==> src/hw/rtl/tcw_pkg.sv <==
`timescale 1ns / 1ps
`default_nettype none
package tcw_pkg;

  localparam int KIND_W    = 2;
  localparam int CODE_W    = 8;
  localparam int ADDR_IN_W = 11;
  localparam int OFF_W     = 11;
  localparam int CELL_W    = 16;

  localparam logic [KIND_W-1:0] KIND_PUT   = 2'd0;
  localparam logic [KIND_W-1:0] KIND_CLEAR = 2'd1;
  localparam logic [KIND_W-1:0] KIND_READ  = 2'd2;

  localparam logic [CODE_W-1:0] CHAR_BACKSPACE = 8'h08;
  localparam logic [CODE_W-1:0] CHAR_TAB       = 8'h09;
  localparam logic [CODE_W-1:0] CHAR_NEWLINE   = 8'h0A;
  localparam logic [CODE_W-1:0] CHAR_SPACE     = 8'h20;
  localparam logic [CODE_W-1:0] CHAR_PRINT_LO  = 8'h20;
  localparam logic [CODE_W-1:0] CHAR_PRINT_HI  = 8'h7E;

  localparam int TAB_STOP = 4;

  localparam int QUEUE_PTR_W = 1;
  localparam int QUEUE_DEPTH = 1 << QUEUE_PTR_W;

  typedef enum logic [2:0] {
    OP_NOP,
    OP_PRINT,
    OP_TAB,
    OP_NEWLINE,
    OP_BACKSPACE,
    OP_CLEAR,
    OP_READ
  } op_t;

  typedef struct packed {
    op_t                  op;
    logic [CODE_W-1:0]    code;
    logic [ADDR_IN_W-1:0] addr;
  } op_item_t;

  typedef enum logic [2:0] {
    ST_INIT,
    ST_IDLE,
    ST_TAB,
    ST_SCROLL,
    ST_CLEAR,
    ST_READ
  } st_t;

endpackage
`default_nettype wire

==> src/hw/rtl/tcw_front.sv <==
`timescale 1ns / 1ps
`default_nettype none
module tcw_front #(
  parameter int CELLS = 2000
) (
  input  wire logic                              clk,
  input  wire logic                              rst_n,
  input  wire logic                              in_valid,
  output logic                                   in_stall,
  input  wire logic [tcw_pkg::KIND_W-1:0]        in_kind,
  input  wire logic [tcw_pkg::CODE_W-1:0]        in_char_code,
  input  wire logic [tcw_pkg::ADDR_IN_W-1:0]     in_cell_address,
  input  wire logic                              hold,
  input  wire logic                              q_full,
  output logic                                   q_push,
  output tcw_pkg::op_item_t                      q_item
);

  logic              fr_valid_r, fr_valid_nxt;
  tcw_pkg::op_item_t fr_item_r, fr_item_nxt;
  logic              accept;
  tcw_pkg::op_t      op_cls;

  assign in_stall = hold || (fr_valid_r && q_full);
  assign accept   = in_valid && !in_stall;
  assign q_push   = fr_valid_r && !q_full;
  assign q_item   = fr_item_r;

  always_comb begin
    op_cls = tcw_pkg::OP_NOP;
    case (in_kind)
      tcw_pkg::KIND_PUT: begin
        if (in_char_code == tcw_pkg::CHAR_TAB) begin
          op_cls = tcw_pkg::OP_TAB;
        end else if (in_char_code == tcw_pkg::CHAR_NEWLINE) begin
          op_cls = tcw_pkg::OP_NEWLINE;
        end else if (in_char_code == tcw_pkg::CHAR_BACKSPACE) begin
          op_cls = tcw_pkg::OP_BACKSPACE;
        end else if (in_char_code inside {[tcw_pkg::CHAR_PRINT_LO:tcw_pkg::CHAR_PRINT_HI]}) begin
          op_cls = tcw_pkg::OP_PRINT;
        end
      end
      tcw_pkg::KIND_CLEAR: begin
        op_cls = tcw_pkg::OP_CLEAR;
      end
      tcw_pkg::KIND_READ: begin
        if (32'(in_cell_address) < CELLS) begin
          op_cls = tcw_pkg::OP_READ;
        end
      end
      default: begin
        op_cls = tcw_pkg::OP_NOP;
      end
    endcase
  end

  always_comb begin
    fr_valid_nxt = fr_valid_r;
    fr_item_nxt  = fr_item_r;
    if (accept) begin
      fr_valid_nxt     = 1'b1;
      fr_item_nxt.op   = op_cls;
      fr_item_nxt.code = in_char_code;
      fr_item_nxt.addr = in_cell_address;
    end else if (q_push) begin
      fr_valid_nxt = 1'b0;
    end
  end

  always_ff @(posedge clk) begin
    if (!rst_n) begin
      fr_valid_r <= 1'b0;
    end else begin
      fr_valid_r <= fr_valid_nxt;
    end
    fr_item_r <= fr_item_nxt;
  end

endmodule
`default_nettype wire

==> config.mk <==
export PLATFORM = sky130hd
export DESIGN_NAME = tcw_front
export DESIGN_NICKNAME = d
export VERILOG_FILES = /design/src/hw/rtl/tcw_pkg.sv /design/src/hw/rtl/tcw_front.sv
export SDC_FILE = /design/constraint.sdc
export NUM_CORES = 1
export LEC_CHECK = 0
export BUFFER_PORTS_ARGS = -buffer_cell sky130_fd_sc_hd__buf_2
export CORE_MARGIN = 1.5
export CORE_UTILIZATION = 44
export DETAILED_ROUTE_END_ITERATION = 10
export HOLD_SLACK_MARGIN = 0.15
export PLACE_DENSITY_LB_ADDON = 0.3
export SLEW_MARGIN = 20
export SYNTH_ARGS = -nofsm -noshare
export SYNTH_HDL_FRONTEND = slang
export SYNTH_SLANG_ARGS = --single-unit
==> constraint.sdc <==
create_clock -name clk -period 2.95 [get_ports clk]
set_input_delay 0 -clock clk [delete_from_list [all_inputs] [get_ports clk]]
set_output_delay 0 -clock clk [all_outputs]
set_load 0.1 [all_outputs]
==> results of run 1 <==
-- flip-flops by register name (all words and copies together), names as in the netlist --
| name | flops |
|---|---|
| q_item | 22 |
| fr_valid_r | 1 |
-- layer usage --
layer | wire length, um | share of wire (%) | up-vias | track usage [%]
li1 | - | - | 342 | -
met1 | 750 | 40 | 315 | 20.8
met2 | 974 | 52 | 39 | 33.7
met3 | 125 | 6.6 | 4 | 2.69
met4 | 37 | 2.0 | 0 | 5.56
met5 | 0 | 0 | - | 0
-- cell usage after synthesis --
cell type,n
a41oi_1,1
edfxtp_1,22
nor2b_1,3
nand3_1,1
dfxtp_1,1
nor4b_4,1
nand4_1,2
nand2_2,1
and2_1,1
a31oi_1,1
o21ai_0,3
nor2_1,2
o41ai_2,1
a21oi_1,2
a22oi_1,1
inv_1,3
o221ai_1,1
xnor2_1,1
-- timing repair --
action | in CTS | in global routing
setup endpoints to repair | 0 | 0
endpoints found under the hold margin | 23 | 0
buffers inserted | 0 | 0
hold buffers | 24 | 0
-- layout make-up --
cell class | count | share of cell area [%]
sequential | 23 | 48.7
timing repair buffer | 73 | 34.8
multi-input combinational | 22 | 11.6
tap | 25 | 2.24
clock buffer | 4 | 1.88
inverter | 3 | 0.806
-- power by group --
part / total, uW / switching (uW) / leakage (uW) / internal (uW)
Combinational: 187 / 138 / 0.000358 / 49.4
Clock: 134 / 82.0 / 0.0000150 / 52.4
Sequential: 378 / 3.33 / 0.000214 / 375
-- through the flow --
stage | power [uW] | hold WS [ps] | worst slack (ps) | util (%)
floorplan | 507 | 98.9 | 1270 | -
global placement | 545 | 178 | 1310 | 63.4
detailed placement | 547 | 178 | 1240 | 63.4
CTS | 706 | 409 | 1220 | 78.3
global route | 724 | 416 | 1080 | 78.3
finish | 700 | 412 | 1210 | 78.3
-- critical path: stages --
cell           delay (ps)
dlygate4sd3_1         530
buf_2                 150
nor4b_4               340
a41oi_1               170
a21oi_1               160
dlygate4sd3_1         550
-- how the worst max path moves through the flow --
stage                       endpoint             from  slack (ps)
after detailed placement   q_item[1]       fr_valid_r        1240
after global routing       q_item[0]       fr_valid_r        1080
after floorplan               q_push       fr_valid_r        1270
final                     q_item[19]  in_char_code[2]        1210
after global placement     q_item[3]       fr_valid_r        1310
after CTS                  q_item[0]       fr_valid_r        1220
-- logic make-up (layout without fill, tap and decap cells) --
logic type,count (synthesis),in the layout
flops,23,23
xor+xnor,1,1
compound gates,10,10
buf+inv,3,80
simple gates,11,11
==> results.toml, run 1 <==
[drt]
routed_wl_um = 1890
drtAntennaViolNets = 0
drt-pass1-iter-count = 4
vias_per_cell = 4.67
drcViolationCount = 0
drt-initial-drc-count = 8
vias = 700
wire_per_inst_um = 12.6

[logic_synthesis]
netlist.top_cell.by_area = "edfxtp_1"
synth_compound_area_share_pct = 8.50
synth_cells = 48
yosysTopAreaCellShare_pct = 77.4
yosysWarnings = 0
synth_area_um2 = 853
synth_top_family_by_area = "simple AND/OR/NAND/NOR gates"
synth-xor-area-share_pct = 1.03
synthMuxAreaShare_pct = 0
synthAdderAreaFrac_pct = 0
yosys.area_share.simple_pct = 9.38
syn_area_per_cell_um2 = 17.8
synthDistinctLibCells = 18
ys_top_cells_by_area = "edfxtp_1, nor4b_4, dfxtp_1"
synth_seq_cells = 23
synth_nets = 74
yosysSeqAreaShare_pct = 79.8

[pwr]
vdd_drop_max_mv = 0.439
powerDensity_mw_per_mm2 = 501
leakage_uw = 0.000587

[critical_path]
cp.arrival_ps = 1910
cp-start-kind = "input port"
path_class = "in2reg"
reg2reg_from = "fr_valid_r"
cp_max_fo = 3
r2r_end = "q_item[0]"
r2r_slack_ps = 1270
cp.required_ps = 3120
critical_path.endpoint_type = "flop"
worst-r2r-cell-count = 2

[floorplanning]
die_h_um = 47.0
start_util_pct = 47.9
dieArea_mm2 = 0.00221
die_w_um = 47.0
io_pins = 50
core_region_area_mm2 = 0.00178
fp-row-count = 15

[placed_design]
dpl.hpwl_um = 1200
port_buffers = 49
dp_cells = 122
place_area_mm2 = 0.00113
place_congestion = 0.717

[layout]
final_common_cell = "buf_2"
syn_to_final_growth_pct = 63.6
final_area_mm2 = 0.00140
seq_area_um2 = 681
final_nets = 152
multi_input_area_um2 = 161
fin_cells = 150
fillCellCount = 114
layout-drive-gt1-share_pct = 44.0
num_antenna_cells = 0
mostFrequentLayoutCells = "buf_2, dlygate4sd3_1, edfxtp_1"

[sta]
setup_violations = 0
drv_slew = 0
period_share_pct = 58.9
min_period_ps = 1740
slew-limit-headroom_pct = 38.3
fmax_mhz = 576
rsz0062_at_grt = "no"
tightest_slew_ps = 925
skew_ps = 6.65
timing.setup.tns_ps = 0
finalHoldViolCount = 0

[clock_network]
cts.sinks = 23
cts-resized-gates = 0
clock-root-buffer = "clkbuf_4"
h-tree-depth = 1
cts_buffers = 3
cts_tree = "done"
clk_pin_slew_ps = 120
clk_latency_ps = 290
cts_buffer_depth = 2

[global_route]
grt_antenna_before_repair = 0
grt_overflow = 0
grt_max_degree = 23
grt_pass1_vias = 662
track_usage_pct = 17.9
grt_pass1_wl_um = 2710

[min_path]
worstHoldPathType = "in2reg"
holdPathEnd = "q_item[3]"
hold_path.startpoint = "in_cell_address[3]"
min_path_cells = 2

[job]
drv_cap = 0

[outcome]
status = "complete, no violations"
Power figures use the tool's default switching activity.
==> run 2, diff against run 1 <==
--- a/config.mk
+++ b/config.mk
@@ -7,7 +7,7 @@
 export LEC_CHECK = 0
 export BUFFER_PORTS_ARGS = -buffer_cell sky130_fd_sc_hd__buf_2
 export CORE_MARGIN = 1.5
-export CORE_UTILIZATION = 44
+export CORE_UTILIZATION = 37
 export DETAILED_ROUTE_END_ITERATION = 10
 export HOLD_SLACK_MARGIN = 0.15
 export PLACE_DENSITY_LB_ADDON = 0.3
==> constraint.sdc (replaced) <==
create_clock -name clk -period 1.4 [get_ports clk]
set_input_delay 0 -clock clk [delete_from_list [all_inputs] [get_ports clk]]
set_output_delay 0 -clock clk [all_outputs]
set_load 0.1 [all_outputs]
==> run 2 against run 1 <==
Compared with the run above: clock power up 110%; die area rose by 18%; sequential power rose by 110%; global-route usage shrank 2.5 points; power is 110% higher; combinational power increased by 110%; routed wire length fell by 2.7%; flip-flop and latch count unchanged; first-iteration DRC count is 13% higher; hold slack worse by 170 ps; sequential share of layout area is 0.73 points lower; critical path type is now reg2reg.
==> results.toml, run 2 (same netlist as run 1, synthesis figures left out) <==
[clock_network]
h-tree-depth = 1
clk_latency_ps = 290
clock-root-buffer = "clkbuf_4"
cts_buffers = 3
cts_buffer_depth = 2
cts_tree = "done"
clk_pin_slew_ps = 110
cts.sinks = 23

[drt]
wire_per_inst_um = 12.0
vias = 689
routed_wl_um = 1840
drcViolationCount = 0
drtAntennaViolNets = 0
drt-initial-drc-count = 9
vias_per_cell = 4.50
drt-pass1-iter-count = 4

[layout]
fin_util_pct = 64.7
final_common_cell = "buf_2"
layout-drive-gt1-share_pct = 47.2
mostFrequentLayoutCells = "buf_2, dlygate4sd3_1, edfxtp_1"
syn_to_final_growth_pct = 66.1
final_nets = 152
largest_register_ffs = 22
fillCellCount = 161
num_antenna_cells = 0

[global_route]
grt_overflow = 0
grt_pass1_wl_um = 2830
track_usage_pct = 15.4
grt_antenna_before_repair = 0
grt_max_degree = 23
grt_pass1_vias = 666

[critical_path]
cp.arrival_ps = 1500
path_class = "reg2reg"
critical_path.endpoint_type = "flop"
reg2reg_from = "fr_valid_r"
critical_path.startpoint = "fr_valid_r"
cp.required_ps = 1600
r2r_end = "fr_valid_r"
cp_max_fo = 3
r2r_slack_ps = 90
worst-r2r-cell-count = 4
cp-start-kind = "flop"

[placed_design]
dpl.hpwl_um = 1230
port_buffers = 49
place_congestion = 0.695
dp_slack_ps = 223

[floorplanning]
io_pins = 50
die_w_um = 51.0
fp-row-count = 17
start_util_pct = 38.9
core_region_area_mm2 = 0.00219
dieArea_mm2 = 0.00260
die_h_um = 51.0

[sta]
fin_hold_ws_ps = 245
skew_ps = 0.811
min_period_ps = 1310
setup_violations = 0
tightest_slew_ps = 495
finalHoldViolCount = 0
rsz0062_at_grt = "no"
period_share_pct = 93.6
fmax_mhz = 763
timing.setup.tns_ps = 0
drv_slew = 0
slew-limit-headroom_pct = 67.2
postLayoutSetupSlackWorst_ps = 90.2

[pwr]
pwr-share-comb_pct = 26.9
powerDensity_mw_per_mm2 = 1050
vdd_drop_max_mv = 0.593
swShare_pct = 31.9
pwr-share-seq_pct = 53.7
post-layout-total-power_uw = 1480
p_sw_uw = 473
clockPowerShare_pct = 19.4
leakage_uw = 0.000592
internal_power_uw = 1010

[outcome]
status = "complete, no violations"

[min_path]
min_path_cells = 3
worstHoldPathType = "in2reg"
holdPathEnd = "q_item[7]"
hold_path.startpoint = "in_valid"

[job]
drv_cap = 0
run 2: repair_timing:
item,4_1_cts,5_1_grt
buffers inserted,0,0
endpoints found under the setup margin,0,1
hold endpoints to repair,23,0
hold buffers,23,0
gates resized for setup,0,1
run 2: worst max-delay path by stage:
stage                       endpoint  slack [ps]  cells after the start
after floorplan            q_item[0]         170                      2
after global placement     q_item[0]         270                      3
after detailed placement  q_item[14]         220                      3
after CTS                 fr_valid_r          80                      4
after global routing      fr_valid_r          20                      4
final                     fr_valid_r          90                      4
run 2: final cells by class:
class                           instances  area, um2  area share, %
Sequential cell                        23        681           48.0
Multi-Input combinational cell         22        169           11.9
Inverter                                3       11.3          0.794
Tap cell                               28       35.0           2.47
Clock buffer                            4       26.3           1.85
Timing Repair Buffer                   73        495           35.0
run 2: power by group through the flow:
stage	registers [uW]	clock network [uW]	logic (uW)
CTS	796	294	398
global route	798	330	418
finish	795	287	399
global placement	811	0	345
detailed placement	811	0	349
floorplan	1010	0	58.0
run 2: worst max-delay path: stages, from the launching register on:
cell           delay, ps
dfxtp_1              380
a21oi_2               80
a22oi_1              150
nor2b_1               60
dlygate4sd3_1        550
run 2: layer usage:
layer	track usage, %	up-vias	part of all wire (%)
met1	16.9	314	39
met3	2.34	2	7.8
met2	27.7	30	53
met5	0	-	0
li1	-	343	-
met4	9.46	0	1.1
run 2: stage by stage:
stage                     instances  instance area, um2
after floorplan                  48                 857
after global placement          126                1160
after detailed placement        126                1160
after CTS                       153                1410
after global routing            153                1420
final                           153                1420
==> run 3, diff against run 2 <==
--- a/config.mk
+++ b/config.mk
@@ -6,6 +6,7 @@
 export NUM_CORES = 1
 export LEC_CHECK = 0
 export BUFFER_PORTS_ARGS = -buffer_cell sky130_fd_sc_hd__buf_2
+export CORE_ASPECT_RATIO = 0.75
 export CORE_MARGIN = 1.5
 export CORE_UTILIZATION = 37
 export DETAILED_ROUTE_END_ITERATION = 10
==> run 3 against run 2 <==
Compared with the run above: via count shrank 0.44%; hold slack lost 14 ps; utilization grew 3.2 points; non-clock buffer count is the same; combinational power is essentially flat.
==> results.toml, run 3 (same netlist as run 1, synthesis figures left out) <==
[sta]
fmax_mhz = 783
tightest_slew_ps = 493
period_share_pct = 91.3
postLayoutSetupSlackWorst_ps = 122
skew_ps = 4.17
timing.setup.tns_ps = 0
setup_violations = 0
finalHoldViolCount = 0
slew-limit-headroom_pct = 67.3
rsz0062_at_grt = "no"
min_period_ps = 1280
drv_slew = 0

[drt]
drt-initial-drc-count = 6
drcViolationCount = 0
vias = 686
vias_per_cell = 4.60
routed_wl_um = 1950
drtAntennaViolNets = 0
drt-pass1-iter-count = 4
wire_per_inst_um = 13.1

[pwr]
p_sw_uw = 493
pwr-share-comb_pct = 26.8
clockPowerShare_pct = 20.1
internal_power_uw = 1000
powerDensity_mw_per_mm2 = 1060
pwr-share-seq_pct = 53.1
leakage_uw = 0.000595
vdd_drop_max_mv = 0.687
swShare_pct = 32.9

[critical_path]
cp-start-kind = "flop"
reg2reg_from = "fr_valid_r"
cp_max_fo = 3
worst-r2r-cell-count = 4
cp.depth = 4
cp.required_ps = 1600
critical_path.endpoint_type = "flop"
slowest_delay_ps = 550
critical_path.startpoint = "fr_valid_r"
cp_slowest_cell = "dlygate4sd3_1"
path_delay_family = "buffers and inverters"
r2r_slack_ps = 120
setup.worst_path.end = "fr_valid_r"
path_class = "reg2reg"
r2r_end = "fr_valid_r"
path_cells = "a21oi_2 > a22oi_1 > nor2b_1 > dlygate4sd3_1"
crit_buf_inv = 1
cp.arrival_ps = 1480

[layout]
mostFrequentLayoutCells = "buf_2, dlygate4sd3_1, edfxtp_1"
seq_area_um2 = 682
multi_input_area_um2 = 169
layout-drive-gt1-share_pct = 48.8
syn_to_final_growth_pct = 65.8
final_nets = 152
num_antenna_cells = 0
final_common_cell = "buf_2"
fillCellCount = 149
largest_register_ffs = 22

[floorplanning]
die_h_um = 44.6
core_region_area_mm2 = 0.00208
io_pins = 50
fp-row-count = 14
start_util_pct = 40.9
dieArea_mm2 = 0.00261
die_w_um = 58.5

[clock_network]
clock-root-buffer = "clkbuf_4"
post-cts-setup-buffers = 0
clk_latency_ps = 310
cts_buffer_depth = 2
cts.sinks = 23
cts_buffers = 3
clk_pin_slew_ps = 120
h-tree-depth = 1
cts_tree = "done"

[placed_design]
place_congestion = 0.712
dp_slack_ps = 240
port_buffers = 49
dpl.hpwl_um = 1260

[outcome]
status = "complete, no violations"

[global_route]
grt_max_degree = 23
grt_pass1_vias = 706
grt_pass1_wl_um = 2900
grt_antenna_before_repair = 0
grt_overflow = 0
track_usage_pct = 15.4

[job]
drv_cap = 0

[min_path]
hold_path.startpoint = "in_valid"
worstHoldPathType = "in2reg"
run 3: cell count changes in the layout (fill, tap and decap cells not counted), sizes merged:
cell / change
clkinv: +1
clkbuf: -1
run 3: power by group through the flow:
stage	sequential, uW	combinational [uW]	clock (uW)
2_1_floorplan	1010	58.0	0
3_3_place_gp	812	345	0
3_5_place_dp	812	350	0
4_1_cts	796	399	312
5_1_grt	800	417	340
6_report	796	401	301
run 3: worst min path at each step:
stage                       endpoint  slack [ps]  cells past startpoint
final                     q_item[20]         230                      3
after global routing      q_item[20]         240                      3
after CTS                 q_item[20]         230                      3
after detailed placement   q_item[3]         180                      1
after floorplan            q_item[0]         100                      0
after global placement     q_item[3]         180                      1
run 3: worst reg2reg max path, delay by kind of cell, from the launching register on:
family | cells | cell delay [ps]
buffers and inverters | 1 | 550
DFF | 1 | 360
AOI/OAI and AO/OA | 2 | 210
and+or+nand+nor | 1 | 60
run 3: per-layer routing:
layer | global-route usage, % | vias to the layer above | wire length [um]
met3 | 6.73 | 0 | 156
met1 | 15.8 | 309 | 830
met5 | 0 | - | 0
met4 | 2.33 | 0 | 0
li1 | - | 343 | -
met2 | 29.7 | 34 | 959
run 3: layout make-up:
type                    instances  share of cell area, %
multi-input cells              22                   11.9
repair buffers                 73                   35.0
inverters                       3                  0.796
clock inverters                 1                  0.354
clock buffers                   3                   1.59
flip-flops and latches         23                   48.2
well taps                      24                   2.12
run 3: timing repair:
action / CTS / global route
setup endpoints to repair: 0 / 1
resized for setup: 0 / 2
endpoints found under the hold margin: 23 / 0
hold buffers: 23 / 0
run 3: metrics by stage:
step / util, % / total power, uW / std cells / instance area, um2 / hold slack [ps]
2_1_floorplan: - / 1070 / 48 / 857 / 98.9
3_3_place_gp: 55.3 / 1160 / 122 / 1150 / 181
3_5_place_dp: 55.3 / 1160 / 122 / 1150 / 179
4_1_cts: 67.6 / 1510 / 149 / 1410 / 228
5_1_grt: 67.9 / 1560 / 149 / 1420 / 239
6_report: 67.9 / 1500 / 149 / 1420 / 231
