$ cat src/hw/rtl/tcw_pkg.sv
`timescale 1ns / 1ps
`default_nettype none
package tcw_pkg;

  localparam int KIND_W    = 2;
  localparam int CODE_W    = 8;
  localparam int ADDR_IN_W = 11;
  localparam int OFF_W     = 11;
  localparam int CELL_W    = 16;

  localparam logic [KIND_W-1:0] KIND_PUT   = 2'd0;
  localparam logic [KIND_W-1:0] KIND_CLEAR = 2'd1;
  localparam logic [KIND_W-1:0] KIND_READ  = 2'd2;

  localparam logic [CODE_W-1:0] CHAR_BACKSPACE = 8'h08;
  localparam logic [CODE_W-1:0] CHAR_TAB       = 8'h09;
  localparam logic [CODE_W-1:0] CHAR_NEWLINE   = 8'h0A;
  localparam logic [CODE_W-1:0] CHAR_SPACE     = 8'h20;
  localparam logic [CODE_W-1:0] CHAR_PRINT_LO  = 8'h20;
  localparam logic [CODE_W-1:0] CHAR_PRINT_HI  = 8'h7E;

  localparam int TAB_STOP = 4;

  localparam int QUEUE_PTR_W = 1;
  localparam int QUEUE_DEPTH = 1 << QUEUE_PTR_W;

  typedef enum logic [2:0] {
    OP_NOP,
    OP_PRINT,
    OP_TAB,
    OP_NEWLINE,
    OP_BACKSPACE,
    OP_CLEAR,
    OP_READ
  } op_t;

  typedef struct packed {
    op_t                  op;
    logic [CODE_W-1:0]    code;
    logic [ADDR_IN_W-1:0] addr;
  } op_item_t;

  typedef enum logic [2:0] {
    ST_INIT,
    ST_IDLE,
    ST_TAB,
    ST_SCROLL,
    ST_CLEAR,
    ST_READ
  } st_t;

endpackage
`default_nettype wire

$ cat src/hw/rtl/tcw_queue.sv
`timescale 1ns / 1ps
`default_nettype none
module tcw_queue (
  input  wire logic              clk,
  input  wire logic              rst_n,
  input  wire logic              push,
  input  wire tcw_pkg::op_item_t push_item,
  output logic                   full,
  input  wire logic              pop,
  output logic                   pop_valid,
  output tcw_pkg::op_item_t      pop_item
);

  localparam int PW = tcw_pkg::QUEUE_PTR_W;

  tcw_pkg::op_item_t mem_r [tcw_pkg::QUEUE_DEPTH];
  logic [PW-1:0]     wr_ptr_r, wr_ptr_nxt;
  logic [PW-1:0]     rd_ptr_r, rd_ptr_nxt;
  logic [PW:0]       count_r, count_nxt;

  assign full      = (count_r == (PW+1)'(tcw_pkg::QUEUE_DEPTH));
  assign pop_valid = (count_r != '0);
  assign pop_item  = mem_r[rd_ptr_r];

  always_comb begin
    wr_ptr_nxt = push ? wr_ptr_r + 1'b1 : wr_ptr_r;
    rd_ptr_nxt = pop ? rd_ptr_r + 1'b1 : rd_ptr_r;
    count_nxt  = count_r;
    if (push && !pop) begin
      count_nxt = count_r + 1'b1;
    end else if (pop && !push) begin
      count_nxt = count_r - 1'b1;
    end
  end

  always_ff @(posedge clk) begin
    if (!rst_n) begin
      wr_ptr_r <= '0;
      rd_ptr_r <= '0;
      count_r  <= '0;
    end else begin
      wr_ptr_r <= wr_ptr_nxt;
      rd_ptr_r <= rd_ptr_nxt;
      count_r  <= count_nxt;
    end
    if (push) begin
      mem_r[wr_ptr_r] <= push_item;
    end
  end

endmodule
`default_nettype wire

$ cat config.mk
export PLATFORM = sky130hd
export DESIGN_NAME = tcw_queue
export DESIGN_NICKNAME = d
export VERILOG_FILES = /design/src/hw/rtl/tcw_pkg.sv /design/src/hw/rtl/tcw_queue.sv
export SDC_FILE = /design/constraint.sdc
export NUM_CORES = 1
export LEC_CHECK = 0
export BUFFER_PORTS_ARGS = -buffer_cell sky130_fd_sc_hd__buf_4
export CORE_AREA = 2 2 64 66
export DETAILED_ROUTE_END_ITERATION = 6
export DIE_AREA = 0 0 66 68
export PLACE_DENSITY_LB_ADDON = 0.1
export SYNTH_ARGS = -nofsm -noshare
export SYNTH_HDL_FRONTEND = slang
export SYNTH_SLANG_ARGS = --single-unit
export TNS_END_PERCENT = 50
$ cat constraint.sdc
create_clock -name clk -period 2.7 [get_ports clk]
set_input_delay 0.81 -clock clk [delete_from_list [all_inputs] [get_ports clk]]
set_output_delay 0.81 -clock clk [all_outputs]
set_load 0.05 [all_outputs]
==> qor.yml, run 1 <==
drt:
  wl_met2_um: 1440
  via_per_inst: 4.70
  wl_um: 2700
  dr.pass1.iters: 4
  routedWlPerCell_um: 13.5
  vias: 940
  drt-initial-drc-count: 68
  wl_met1_um: 1050
  drc: 0
  routed.top_layer: "met4"
  antenna_left: 0
  dr_wl_met3_um: 158
worst_setup_path:
  cp-start-kind: "flip-flop"
  crit_fanout: 12
  path_class: "flip-flop to primary output"
  cp_data_required_time_ns: 1.89
  cp.arrival_ns: 1.39
  cp-end-kind: "primary output"
logic_synthesis:
  seq_area_frac_synth_pct: 78.9
  yosys_warnings: 0
  syn_nets: 117
  ys_ff_latch: 49
  muxShareOfSynthArea_pct: 13.8
  synth_fa_ha_area_share_pct: 0.695
  synth_cell_types: 16
  syn_inst: 90
  yosys.area_share.simple_pct: 3.27
  synth_compound_area_share_pct: 1.11
  synth_xor_area_share_pct: 1.46
  post_synth.cell_area_avg_um2: 20.0
  synth_area_um2: 1800
  synth_top_family_by_area: "multiplexers"
timing:
  finalMaxSlewViolations: 0
  fin_crit_sh_pct: 81.4
  finalHoldViolCount: 0
  clock_skew_ns: 0.00300
  slew_headroom_pct: 71.7
  tns_ns: 0
  tightest_slew_ns: 0.422
  rsz0062_at_grt: "false"
  finalSetupViolations: 0
  clock.fmax_ghz: 0.455
  worst_slack_ns: 0.503
  finalCriticalPeriod_ns: 2.20
  fin_hold_ws_ns: 0.527
global_routing:
  grt.total_usage_pct: 12.9
  grt_pass1_wl_um: 4080
  first_global_vias: 921
  antenna_found_initial: 0
  grt_overflow_total: 0
  grt_max_degree: 16
finish:
  final_cell_count_no_fill: 200
  final_area_um2: 2370
  diodes: 0
  areaGrowthSynthToFinish_pct: 31.7
  drive_above_1_share_pct: 57.3
  postLayoutCoreUtil_pct: 61.5
  nNetsFinal: 176
  layout_commonest_cell: "buf_4"
  layout_common_cells: "buf_4, edfxtp_1, mux2_2"
cts:
  ctsResizeCount: 0
  ctsHoldBuffers: 0
  root_buffer: "clkbuf_8"
  insertion_delay_ns: 0.29
  postCtsSetupBuffers: 0
  cts_sinks: 49
  clkTransAtPathRegs_ns: 0.08
  cts_tree: "built"
  h-tree-depth: 2
  cts-buffers-inserted: 5
  clockBufferDepth: 2
power:
  total_power_mw: 1.72
  cellPowerDensity_nw_per_um2: 725
  ir_drop_mv: 0.421
  leakage_nw: 0.911
placement:
  io_buffers: 49
  post-place-ws_ns: 0.806
  dp_hpwl_um: 1950
  dp.cells: 192
  place_congestion: 0.602
  postPlaceCellArea_um2: 2260
status:
  outcome: "complete, no violations"
die:
  placementRows: 23
  start_util_pct: 46.7
  die-area_um2: 4490
  die_h_um: 68
  die_x_um: 66
  core-area_um2: 3860
  io_pins: 50
flow_run:
  maxCapViolations: 0
min_path:
  min_path_type: "flip-flop to flip-flop"
sequential cells by signal (all words and copies together), names as in the netlist, named ones only:
signal and cells:
count_r 2, mem_r 44, rd_ptr_r 1, wr_ptr_r 1
path summary, 6_finish.rpt:
kind | from | end | slack [ns] | cells past startpoint
max | flip-flop | pop_item[18] | 0.50 | 3
min | count_r[1]$_SDFFE_PN0P_ | count_r[1]$_SDFFE_PN0P_ | 0.53 | 2
max reg2reg | wr_ptr_r$_SDFFE_PN0P_ | mem_r[1][8]$_DFFE_PP_ | 1.38 | 2
min reg2reg | count_r[1]$_SDFFE_PN0P_ | count_r[1]$_SDFFE_PN0P_ | 0.53 | 2
cell families after synthesis:
logic type / after synthesis
buffers and inverters: 3
muxes: 22
AOI/OAI and AO/OA: 3
xor gates and xnor gates: 3
adders and majority gates: 1
and+or+nand+nor: 9
DFF: 49
per-layer routing:
layer | vias to the layer above | GRT usage [%]
met1 | 449 | 14.3
met2 | 29 | 22.2
met3 | 5 | 4.93
met5 | - | 0
li1 | 457 | -
met4 | 0 | 6.12
cells in the mapped netlist:
library cell  number  share of area (%)
xor2_1             2               0.97
dfxtp_1            5                5.6
edfxtp_1          44                 73
or2_2              1               0.35
and2_1             4                1.4
inv_1              1               0.21
mux2_2            22                 14
o21ai_0            1               0.28
or3_1              1               0.35
ha_1               1               0.69
nor2b_1            2               0.69
and2b_2            1               0.49
xnor2_1            1               0.49
buf_2              2               0.56
a21boi_1           1               0.42
o21a_1             1               0.42
area by class of cell:
cell class | count | area [um^2]
clock buffers | 5 | 68.8
clock inverters | 3 | 41.3
fillers | 299 | 1490
inverters | 1 | 3.75
multi-input cells | 38 | 368
flip-flops and latches | 49 | 1420
well taps | 50 | 62.6
repair buffers | 54 | 405
power by group:
part	leakage [nW]	switching [mW]	internal, mW
logic	0.405	0.211	0.129
clock network	0.0518	0.222	0.272
registers	0.455	0.0129	0.872
worst max-delay path: stages, from the launching register on:
cell     delay (ns)
dfxtp_1        0.33
buf_4          0.21
mux2_2         0.36
buf_4          0.19
No activity file was read; power rests on OpenSTA's default activity.
==> run 2: changes to the inputs <==
clock period = 2.3 ns   (was 2.7 ns; I/O delays follow)
==> qor.yml, run 2 (synthesis results as in run 1) <==
global_routing:
  grt_max_degree: 16  # unchanged
  first_global_vias: 981  # +6.5%
  grt_overflow_total: 0  # unchanged
  grt.total_usage_pct: 13.7  # +0.81 points
  antenna_found_initial: 0  # unchanged
  grt_pass1_wl_um: 4390  # +7.6%
drt:
  routedWlPerCell_um: 14.0  # +3.5%
  vias: 939  # -0.11%
  dr.pass1.iters: 4  # unchanged
  wl_um: 2810  # +4.0%
  drt-initial-drc-count: 37  # -46%
  via_per_inst: 4.67  # -0.60%
  antenna_left: 0  # unchanged
  drc: 0  # unchanged
cts:
  ctsHoldBuffers: 0  # unchanged
  cts-buffers-inserted: 5  # unchanged
  insertion_delay_ns: 0.29  # about the same
  clockBufferDepth: 2  # unchanged
  root_buffer: "clkbuf_8"
  clkTransAtPathRegs_ns: 0.08  # about the same
  postCtsSetupBuffers: 0  # unchanged
  h-tree-depth: 2  # unchanged
  cts_tree: "built"
  ctsResizeCount: 0  # unchanged
  cts_sinks: 49  # unchanged
worst_setup_path:
  slowest_stage: "mux2_2"
  crit_family: "buffers and inverters"
  path_class: "flip-flop to primary output"
  cp.arrival_ns: 1.40  # about the same
  cp_data_required_time_ns: 1.61  # -0.28 ns
  critPathBufInv: 2  # unchanged
  cp-end-kind: "primary output"
  path_cells: "buf_4 -> mux2_2 -> buf_4"
  crit_fanout: 12  # unchanged
  cp-start-kind: "flip-flop"
  crit_top_cell: "buf_4"
  cp_slowest_stage_delay_ns: 0.36  # about the same
timing:
  tightest_slew_ns: 0.406  # -0.0158 ns
  tns_ns: 0  # unchanged
  clock.fmax_ghz: 0.479
  finalSetupViolations: 0  # unchanged
  rsz0062_at_grt: "false"
  finalHoldViolCount: 0  # unchanged
  finalMaxSlewViolations: 0  # unchanged
  slew_headroom_pct: 72.9  # +1.2 points
  clock_skew_ns: 0.00343  # +0.000438 ns
  fin_crit_sh_pct: 90.7
  finalCriticalPeriod_ns: 2.09
finish:
  reg_top3: "mem_r (44), count_r (2)"
  areaGrowthSynthToFinish_pct: 30.4
  drive_above_1_share_pct: 56.3  # -1.0 points
  diodes: 0  # unchanged
  layout_commonest_cell: "buf_4"
  nNetsFinal: 177  # +0.57%
  layout_common_cells: "buf_4, edfxtp_1, mux2_2"
  largest_register_ffs: 44  # unchanged
  regMostFlops: "mem_r"
flow_run:
  maxCapViolations: 0  # unchanged
status:
  outcome: "complete, no violations"
die:
  core-area_um2: 3860  # unchanged
  die_h_um: 68  # unchanged
  placementRows: 23  # unchanged
  die-area_um2: 4490  # unchanged
  start_util_pct: 46.7  # unchanged
  io_pins: 50  # unchanged
  die_x_um: 66  # unchanged
placement:
  io_buffers: 49  # unchanged
  dp_hpwl_um: 1980  # +1.7%
  place_congestion: 0.615  # +2.1%
power:
  ir_drop_mv: 0.419  # -0.37%
  cellPowerDensity_nw_per_um2: 808  # +11%
  leakage_nw: 0.904  # -0.77%
  total_power_mw: 1.90  # +10%
min_path:
  min_path_type: "flip-flop to flip-flop"
-- run 2: cell count changes in the layout (fill, tap and decap cells not counted), sizes merged --
| cell | delta |
|---|---|
| buf | +1 |
| bufinv | -1 |
| clkinv | -1 |
| clkinvlp | -1 |
| clkbuf | +3 |
-- run 2: per-stage QoR --
step	instance area, um^2	util [%]	instances	hold slack (ns)	worst slack [ns]
floorplan	1800	-	90	0.461	0.154
detailed placement	2270	58.8	193	0.529	0.522
global route	2350	60.9	201	0.557	0.132
CTS	2350	60.9	201	0.543	0.188
global placement	2270	58.8	193	0.474	0.546
finish	2350	60.9	201	0.544	0.213
-- run 2: layer usage --
layer	GRT usage, %	share of wire (%)	routed length (um)
met2	24.0	55	1540
met3	4.77	5.5	153
met4	6.12	1.3	37
met5	0	0	0
met1	15.3	38	1080
-- run 2: path summary, 6_finish.rpt --
kind | slack (ns) | cells after the start | startpoint | endpoint
setup reg to reg | 0.99 | 2 | wr_ptr_r$_SDFFE_PN0P_ | mem_r[1][14]$_DFFE_PP_
hold / removal | 0.54 | 2 | count_r[1]$_SDFFE_PN0P_ | count_r[1]$_SDFFE_PN0P_
setup / recovery | 0.21 | 3 | flip-flop | pop_item[21]
hold reg to reg | 0.54 | 2 | count_r[1]$_SDFFE_PN0P_ | count_r[1]$_SDFFE_PN0P_
-- run 2: worst register-to-register path, cell delays in order (launching register included) --
cell	delay [ns]
dfxtp_1	0.37
and2_1	0.40
buf_4	0.26
-- run 2: where the power goes --
| part | leakage [nW] | switching (mW) | internal [mW] |
|---|---|---|---|
| combinational | 0.410 | 0.248 | 0.153 |
| clock | 0.0395 | 0.240 | 0.216 |
| sequential | 0.455 | 0.0162 | 1.02 |
| total | 0.904 | 0.505 | 1.39 |
-- run 2: area by class of cell --
class / count / area (um^2)
Multi-Input combinational cell: 38 / 368
Sequential cell: 49 / 1420
Inverter: 1 / 3.75
Timing Repair Buffer: 55 / 413
Tap cell: 50 / 62.6
Fill cell: 328 / 1510
Clock buffer: 8 / 80.1
==> run 3: changes to the inputs <==
ABC_AREA = 1   (was not set)
CORE_AREA = 2 2 63 65   (was 2 2 64 66)
DIE_AREA = 0 0 65 67   (was 0 0 66 68)
REMOVE_ABC_BUFFERS = 1   (was not set)
SLEW_MARGIN = 0   (was not set)
==> qor.yml, run 3 <==
cts:
  cts_sinks: 49  # unchanged
  ctsResizeCount: 0  # unchanged
  insertion_delay_ns: 0.29  # about the same
  postCtsSetupBuffers: 0  # unchanged
  root_buffer: "clkbuf_8"
  clockBufferDepth: 2  # unchanged
  ctsHoldBuffers: 0  # unchanged
  cts_tree: "built"
  cts-buffers-inserted: 5  # unchanged
  h-tree-depth: 2  # unchanged
  clkTransAtPathRegs_ns: 0.08  # about the same
timing:
  clock.fmax_ghz: 0.475  # -0.88%
  finalHoldViolCount: 0  # unchanged
  finalMaxSlewViolations: 0  # unchanged
  rsz0062_at_grt: "false"
  finalCriticalPeriod_ns: 2.11  # +0.0185 ns
  tns_ns: 0  # unchanged
  slew_headroom_pct: 86.9  # +14 points
  finalSetupViolations: 0  # unchanged
  fin_crit_sh_pct: 91.6  # +0.81 points
  tightest_slew_ns: 0.197  # -0.209 ns
  clock_skew_ns: 0.00358  # +0.000146 ns
worst_setup_path:
  cp-end-kind: "primary output"
  r2r-start: "wr_ptr_r$_SDFFE_PN0P_"
  crit_fanout: 14  # +2
  cp.arrival_ns: 1.42  # +0.02 ns
  cp-start-kind: "flip-flop"
  r2r_slack_ns: 1.29  # +0.30 ns
  path_class: "flip-flop to primary output"
  timing.critical_path.to: "pop_item[20]"
  r2r_end: "mem_r[1][12]$_DFFE_PP_"
  cp_data_required_time_ns: 1.61  # about the same
  reg2reg_depth: 3  # +1
global_routing:
  use_met2_pct: 25.0  # +1.0 points
  use_met1_pct: 16.3  # +0.96 points
  top_usage_layer: "met2"
  antenna_found_initial: 0  # unchanged
  grt_pass1_wl_um: 4460  # +1.7%
  grt.total_usage_pct: 14.7  # +0.92 points
  met3_usage_pct: 6.25  # +1.5 points
  grt_max_degree: 15  # -1
  grt_overflow_total: 0  # unchanged
  first_global_vias: 989  # +0.82%
drt:
  antenna_left: 0  # unchanged
  drc: 0  # unchanged
  wl_um: 2850  # +1.7%
  drt-initial-drc-count: 63  # +70%
  routedWlPerCell_um: 13.5  # -3.6%
  via_per_inst: 4.75  # +1.6%
  dr.pass1.iters: 4  # unchanged
  vias: 1006  # +7.1%
power:
  ir_drop_mv: 0.440  # +4.9%
  leakage_nw: 0.944  # +4.4%
  cellPowerDensity_nw_per_um2: 787  # -2.6%
logic_synthesis:
  yosys.area_share.simple_pct: 4.13  # +0.86 points
  post_synth.cell_area_avg_um2: 17.7  # -12%
  synthFlopType: "edfxtp_1"
  synth_xor_area_share_pct: 0  # -1.5 points
  synth_edf_count: 44  # unchanged
  yosys_warnings: 0  # unchanged
  synth_top_cell_area_share_pct: 72.6  # -0.76 points
  synth-async-reset-ratio_pct: 0  # unchanged
  muxShareOfSynthArea_pct: 13.6  # -0.14 points
  synth_cell_types: 12  # -4
  seq_area_frac_synth_pct: 78.1  # -0.81 points
  ys_ff_latch: 49  # unchanged
  synth_area_leaders: "edfxtp_1, mux2_2, dfxtp_1, nand2_1, inv_1"
  synth_area_um2: 1820  # +1.0%
  synth_fa_ha_area_share_pct: 0.688  # -0.0072 points
  synth_top_family_by_area: "multiplexers"
  yosys-top-cells-count: "edfxtp_1, mux2_2, nand2_1, inv_1, nor2_1"
  syn_inst: 103  # +14%
  yosysMostFrequentCell: "edfxtp_1"
  synth_compound_area_share_pct: 0.550  # -0.56 points
  synth_top_cell_by_area: "edfxtp_1"
min_path:
  min_path_type: "flip-flop to flip-flop"
finish:
  diodes: 0  # unchanged
  multi_input_area_um2: 348  # -5.4%
  layout_common_cells: "buf_4, edfxtp_1, mux2_2"
  areaGrowthSynthToFinish_pct: 29.4
  seq_area_um2: 1420  # unchanged
  final_cell_count_no_fill: 212  # +5.5%
  largest_register_ffs: 44  # unchanged
  drive_above_1_share_pct: 51.8  # -4.5 points
  layout_commonest_cell: "buf_4"
  regMostFlops: "mem_r"
  reg_top3: "mem_r (44), count_r (2)"
  nNetsFinal: 190  # +7.3%
  fill_cells: 271  # -17%
flow_run:
  maxCapViolations: 0  # unchanged
placement:
  dp_hpwl_um: 2050  # +3.6%
  io_buffers: 49  # unchanged
  place_congestion: 0.704  # +14%
  dp.cells: 204  # +5.7%
die:
  placementRows: 22  # -4.3%
  core-area_um2: 3610  # -6.5%
  die_x_um: 65  # -1.5%
  start_util_pct: 50.5  # +3.8 points
  io_pins: 50  # unchanged
  die-area_um2: 4360  # -3.0%
  die_h_um: 67  # -1.5%
status:
  outcome: "complete, no violations"
[run 3: power breakdown]
| part | switching (mW) | internal (mW) | total (mW) |
|---|---|---|---|
| registers | 0.0126 | 1.02 | 1.04 |
| clock network | 0.250 | 0.211 | 0.460 |
| logic | 0.228 | 0.129 | 0.357 |
| total | 0.490 | 1.36 | 1.85 |
[run 3: worst min-delay path by stage]
stage                                from               endpoint  slack (ns)  depth (start not counted)
floorplan           rd_ptr_r$_SDFFE_PN0P_              flip-flop        0.46                          2
global placement    rd_ptr_r$_SDFFE_PN0P_  rd_ptr_r$_SDFFE_PN0P_        0.48                          2
detailed placement  rd_ptr_r$_SDFFE_PN0P_  rd_ptr_r$_SDFFE_PN0P_        0.50                          2
CTS                 wr_ptr_r$_SDFFE_PN0P_  wr_ptr_r$_SDFFE_PN0P_        0.51                          2
global route        wr_ptr_r$_SDFFE_PN0P_  wr_ptr_r$_SDFFE_PN0P_        0.53                          2
finish              rd_ptr_r$_SDFFE_PN0P_  rd_ptr_r$_SDFFE_PN0P_        0.51                          2
[run 3: cell type report]
type,count,area share (%)
Sequential cell,49,60.4
Timing Repair Buffer,55,17.5
Multi-Input combinational cell,44,14.8
Clock buffer,6,3.08
Tap cell,48,2.55
Inverter,8,1.28
Clock inverter,2,0.425
[run 3: stage by stage]
stage | area [um^2] | hold WS, ns | util, % | power (mW) | setup WS [ns]
after global routing | 2350 | 0.532 | 65.3 | 1.93 | 0.134
after floorplan | 1800 | 0.463 | - | 1.29 | 0.237
after global placement | 2270 | 0.477 | 63.0 | 1.41 | 0.518
after detailed placement | 2270 | 0.497 | 63.0 | 1.42 | 0.508
after CTS | 2350 | 0.512 | 65.3 | 1.88 | 0.178
final | 2350 | 0.507 | 65.3 | 1.85 | 0.194
[run 3: logic make-up after synthesis]
kind of cell               Yosys count
AOI/OAI and AO/OA                    2
adders and majority gates            1
muxes                               22
buffers and inverters               10
DFF                                 49
and+or+nand+nor                     19
[run 3: critical path, cell delays in order (launching register included)]
cell and delay, ns:
dfxtp_1 0.33, buf_4 0.23, mux2_2 0.37, buf_4 0.19
[run 3: metal layers]
metal  part of all wire, %  wire length [um]
met1                    41              1160
met2                    52              1470
met3                   6.0               170
met4                   1.5                43
met5                     0                 0
